## src/rtl/tet_fifo.sv

```systemverilog
module tet_fifo #(
  parameter int WIDTH = 8,
  parameter int DEPTH = 8
) (
  input  logic             clk,
  input  logic             rst,
  input  logic             wr,
  input  logic [WIDTH-1:0] wdata,
  input  logic             rd,
  output logic [WIDTH-1:0] rdata,
  output logic             full,
  output logic             empty
);

  localparam int AW = (DEPTH > 1) ? $clog2(DEPTH) : 1;
  localparam int CW = $clog2(DEPTH + 1);

  logic [WIDTH-1:0] mem [DEPTH];
  logic [AW-1:0]    wptr;
  logic [AW-1:0]    rptr;
  logic [CW-1:0]    count;
  logic             do_wr;
  logic             do_rd;

  assign do_wr = wr && !full;
  assign do_rd = rd && !empty;
  assign full  = (count == CW'(DEPTH));
  assign empty = (count == '0);
  assign rdata = mem[rptr];

  always_ff @(posedge clk) begin
    if (do_wr) begin
      mem[wptr] <= wdata;
    end
  end

  always_ff @(posedge clk) begin
    if (rst) begin
      wptr  <= '0;
      rptr  <= '0;
      count <= '0;
    end else begin
      if (do_wr) begin
        wptr <= (wptr == AW'(DEPTH - 1)) ? '0 : wptr + AW'(1);
      end
      if (do_rd) begin
        rptr <= (rptr == AW'(DEPTH - 1)) ? '0 : rptr + AW'(1);
      end
      if (do_wr && !do_rd) begin
        count <= count + CW'(1);
      end else if (do_rd && !do_wr) begin
        count <= count - CW'(1);
      end
    end
  end

endmodule

```

## config.mk

```make
export PLATFORM = sky130hd
export DESIGN_NAME = tet_fifo
export DESIGN_NICKNAME = d
export VERILOG_FILES = /design/src/rtl/tet_fifo.sv
export SDC_FILE = /design/constraint.sdc
export NUM_CORES = 1
export LEC_CHECK = 0
export BUFFER_PORTS_ARGS = -buffer_cell sky130_fd_sc_hd__buf_2
export CAP_MARGIN = 10
export CORE_ASPECT_RATIO = 0.75
export CORE_MARGIN = 2
export CORE_UTILIZATION = 50
export CTS_CLUSTER_SIZE = 14
export DETAILED_ROUTE_END_ITERATION = 8
export PLACE_DENSITY = 0.68
export SLEW_MARGIN = 20
export SYNTH_ARGS = -nofsm -noshare
export SYNTH_HDL_FRONTEND = slang
export SYNTH_SLANG_ARGS = --single-unit
```

## constraint.sdc

```tcl
create_clock -name clk -period 5.59 [get_ports clk]
set_clock_uncertainty 0.15 [all_clocks]
set_input_delay 1.118 -clock clk [delete_from_list [all_inputs] [get_ports clk]]
set_output_delay 1.118 -clock clk [all_outputs]
set_load 0.05 [all_outputs]
```

==> flow_summary.json <==
{
  "synth_largest_area_cell": "edfxtp_1",
  "ant_nets": 0,
  "p_switching_uw": 506,
  "clockPowerShare": 0.271,
  "ctsResizeCount": 0,
  "comb_power_share": 0.261,
  "synth-seq-cells": 77,
  "total_power_uw": 1560,
  "max_slew.worst_pin.slew_ps": 1010,
  "critPathBufInv": 1,
  "cp_max_fo": 16,
  "netlist_instances": 169,
  "cap_violations": 0,
  "period_share": 0.667,
  "grt_usage": 0.180,
  "die-area_sq_um": 6980,
  "worst_hold_path_type": "reg2reg",
  "slew_violations": 0,
  "status": "complete, no violations",
  "synth.most_common_cell": "edfxtp_1",
  "fin_util": 0.572,
  "ctsRootBufferMaster": "clkbuf_8",
  "wire_per_inst_microns": 19.7,
  "row_count": 25,
  "port_buffers": 21,
  "clkTransAtPathRegs_ps": 80,
  "hold_violations": 0,
  "n_antenna_cell": 0,
  "cp-start-kind": "register",
  "start_util": 0.510,
  "leakagePower_uw": 0.00124,
  "fillers": 476,
  "seqPwrFrac": 0.468,
  "cp_data_required_time_ps": 4320,
  "crit_path_end_kind": "primary output",
  "area_delta_synth_final_pct": 12.2,
  "min_from": "rptr[1]",
  "ys_seq_area_frac": 0.691,
  "io-pin-count": 22,
  "synth_cell_types": 31,
  "arrival_ps": 2460,
  "setup_viol": 0,
  "internal_power_uw": 1060,
  "grt_pass1_wl_microns": 8760,
  "synth-warning-count": 0,
  "worst_path_largest_cell_delay_ps": 940,
  "fmax_mhz": 268,
  "dp_hpwl_microns": 3580,
  "async_flop_share": 0,
  "gp_congestion": 0.721,
  "grt_overflow": 0,
  "die-height_microns": 72.8,
  "drive_above_1_share": 0.267,
  "path_cells": "mux4_1 > mux2_2 > buf_2",
  "yosysTopAreaCellShare": 0.608,
  "drt-total-wl_microns": 5570,
  "clockBufferDepth": 2,
  "drc": 0,
  "avgSynthCellArea_sq_um": 18.7,
  "path_class": "reg2out",
  "ys.flop_type": "edfxtp_1",
  "ys_top_cells_by_area": "edfxtp_1, mux4_1, dfxtp_1, mux2_2, ha_1",
  "netlist_area_sq_um": 3160,
  "crit_family": "multiplexers",
  "antenna_found_initial": 0,
  "first_global_vias": 1652,
  "clk_latency_ps": 350,
  "cts_hold_buf": 0,
  "cts_buffers": 9,
  "nets": 217,
  "viasPerCell": 5.71,
  "preCtsSetupSlack_ps": 2170,
  "timing.final.ws_setup_ps": 1860,
  "initialDrtViolationCount": 57,
  "synth_top_cells_by_count": "edfxtp_1, mux4_1, dfxtp_1, nor2_1, mux2_2",
  "h-tree-depth": 3,
  "cts_tree": "yes",
  "syn_nets": 189,
  "slew_headroom": 0.325,
  "power_switching_share": 0.323,
  "clkSinkCount": 77,
  "rsz0062_at_grt": "false",
  "r2r_start": "count[1]",
  "slowest_stage": "dfxtp_1",
  "power_density_nw_per_um2": 441,
  "vdd_ir_drop_max_mv": 0.189,
  "first_pass_iters": 4,
  "grt_start_max_net_pins": 17,
  "postCtsSetupBuffers": 0,
  "die_x_microns": 95.8,
  "via_count": 1616,
  "fin_crit_ps": 3730,
  "synth_edf_count": 64,
  "core_area_sq_um": 6190,
  "final.setup.tns_ps": 0
}
[cells in the final DEF, fill, tap and decap left out, drive strengths merged, types with 2 or more instances in the layout]
cell type | synthesis | layout
nor3 | 6 | 6
nor2 | 12 | 12
edfxtp | 64 | 64
mux4 | 16 | 16
buf | 5 | 25
mux2 | 9 | 9
mux2i | 2 | 2
ha | 7 | 7
clkbuf | 3 | 10
clkinv | 0 | 2
nand2b | 2 | 2
inv | 2 | 4
nor4 | 2 | 2
a21oi | 7 | 7
dfxtp | 13 | 13
nand2 | 7 | 7
[layout make-up]
| class | count | area, sq um | share of cell area |
|---|---|---|---|
| flip-flops and latches | 77 | 2180 | 0.616 |
| repair buffers | 25 | 135 | 0.0381 |
| clock buffers | 10 | 138 | 0.0388 |
| inverters | 2 | 7.51 | 0.00212 |
| clock inverters | 6 | 68.8 | 0.0194 |
| multi-input cells | 82 | 912 | 0.257 |
| well taps | 81 | 101 | 0.0286 |
[kinds of logic (layout without fill, tap and decap cells)]
| kind of cell | after synthesis | in the layout | share of synthesized area |
|---|---|---|---|
| flops | 77 | 77 | 0.691 |
| simple gates | 34 | 34 | 0.0499 |
| mux | 27 | 27 | 0.170 |
| compound gates | 11 | 11 | 0.0273 |
| buf+inv | 10 | 43 | 0.0222 |
| fa+ha+maj | 8 | 8 | 0.0341 |
| xor+xnor | 2 | 2 | 0.00555 |
[metrics by stage]
| stage | cells | hold WS (ps) | area (sq um) |
|---|---|---|---|
| 2_1_floorplan | 169 | 338 | 3160 |
| 3_3_place_gp | 267 | 365 | 3340 |
| 3_5_place_dp | 267 | 371 | 3340 |
| 4_1_cts | 283 | 387 | 3540 |
| 5_1_grt | 283 | 430 | 3540 |
| 6_report | 283 | 392 | 3540 |
[worst register-to-register path: cells and delay by family, from the launching register on]
kind	cells	cell delay, ps
fa+ha+maj	2	530
compound gates	4	790
buf+inv	2	270
simple gates	1	280
mux	1	350
flops	1	400
[final timing paths]
path               to  slack (ps)  cells past startpoint
min          register         390                      2
max reg2reg  count[3]        2710                     10
max          rdata[4]        1860                      3
min reg2reg  register         390                      2
[state kept, by name (all words and copies together), names as in the netlist, named ones only]
signal  flops
count       4
mem        64
rptr        3
wptr        3
[power groups by stage]
stage	logic (uW)	registers, uW	clock network (uW)
after floorplan	370	707	0
after global placement	392	738	0
after detailed placement	409	747	0
after CTS	410	734	435
after global routing	442	741	458
final	408	733	424
[per-layer routing]
metal	GRT usage	part of all wire	wire [microns]	vias up
li1	-	-	-	732
met1	0.231	0.44	2430	845
met2	0.298	0.51	2840	34
met3	0.0692	0.047	264	5
met4	0.0381	0.0066	37	0
met5	0	0	0	-
Power figures use the tool's default switching activity.
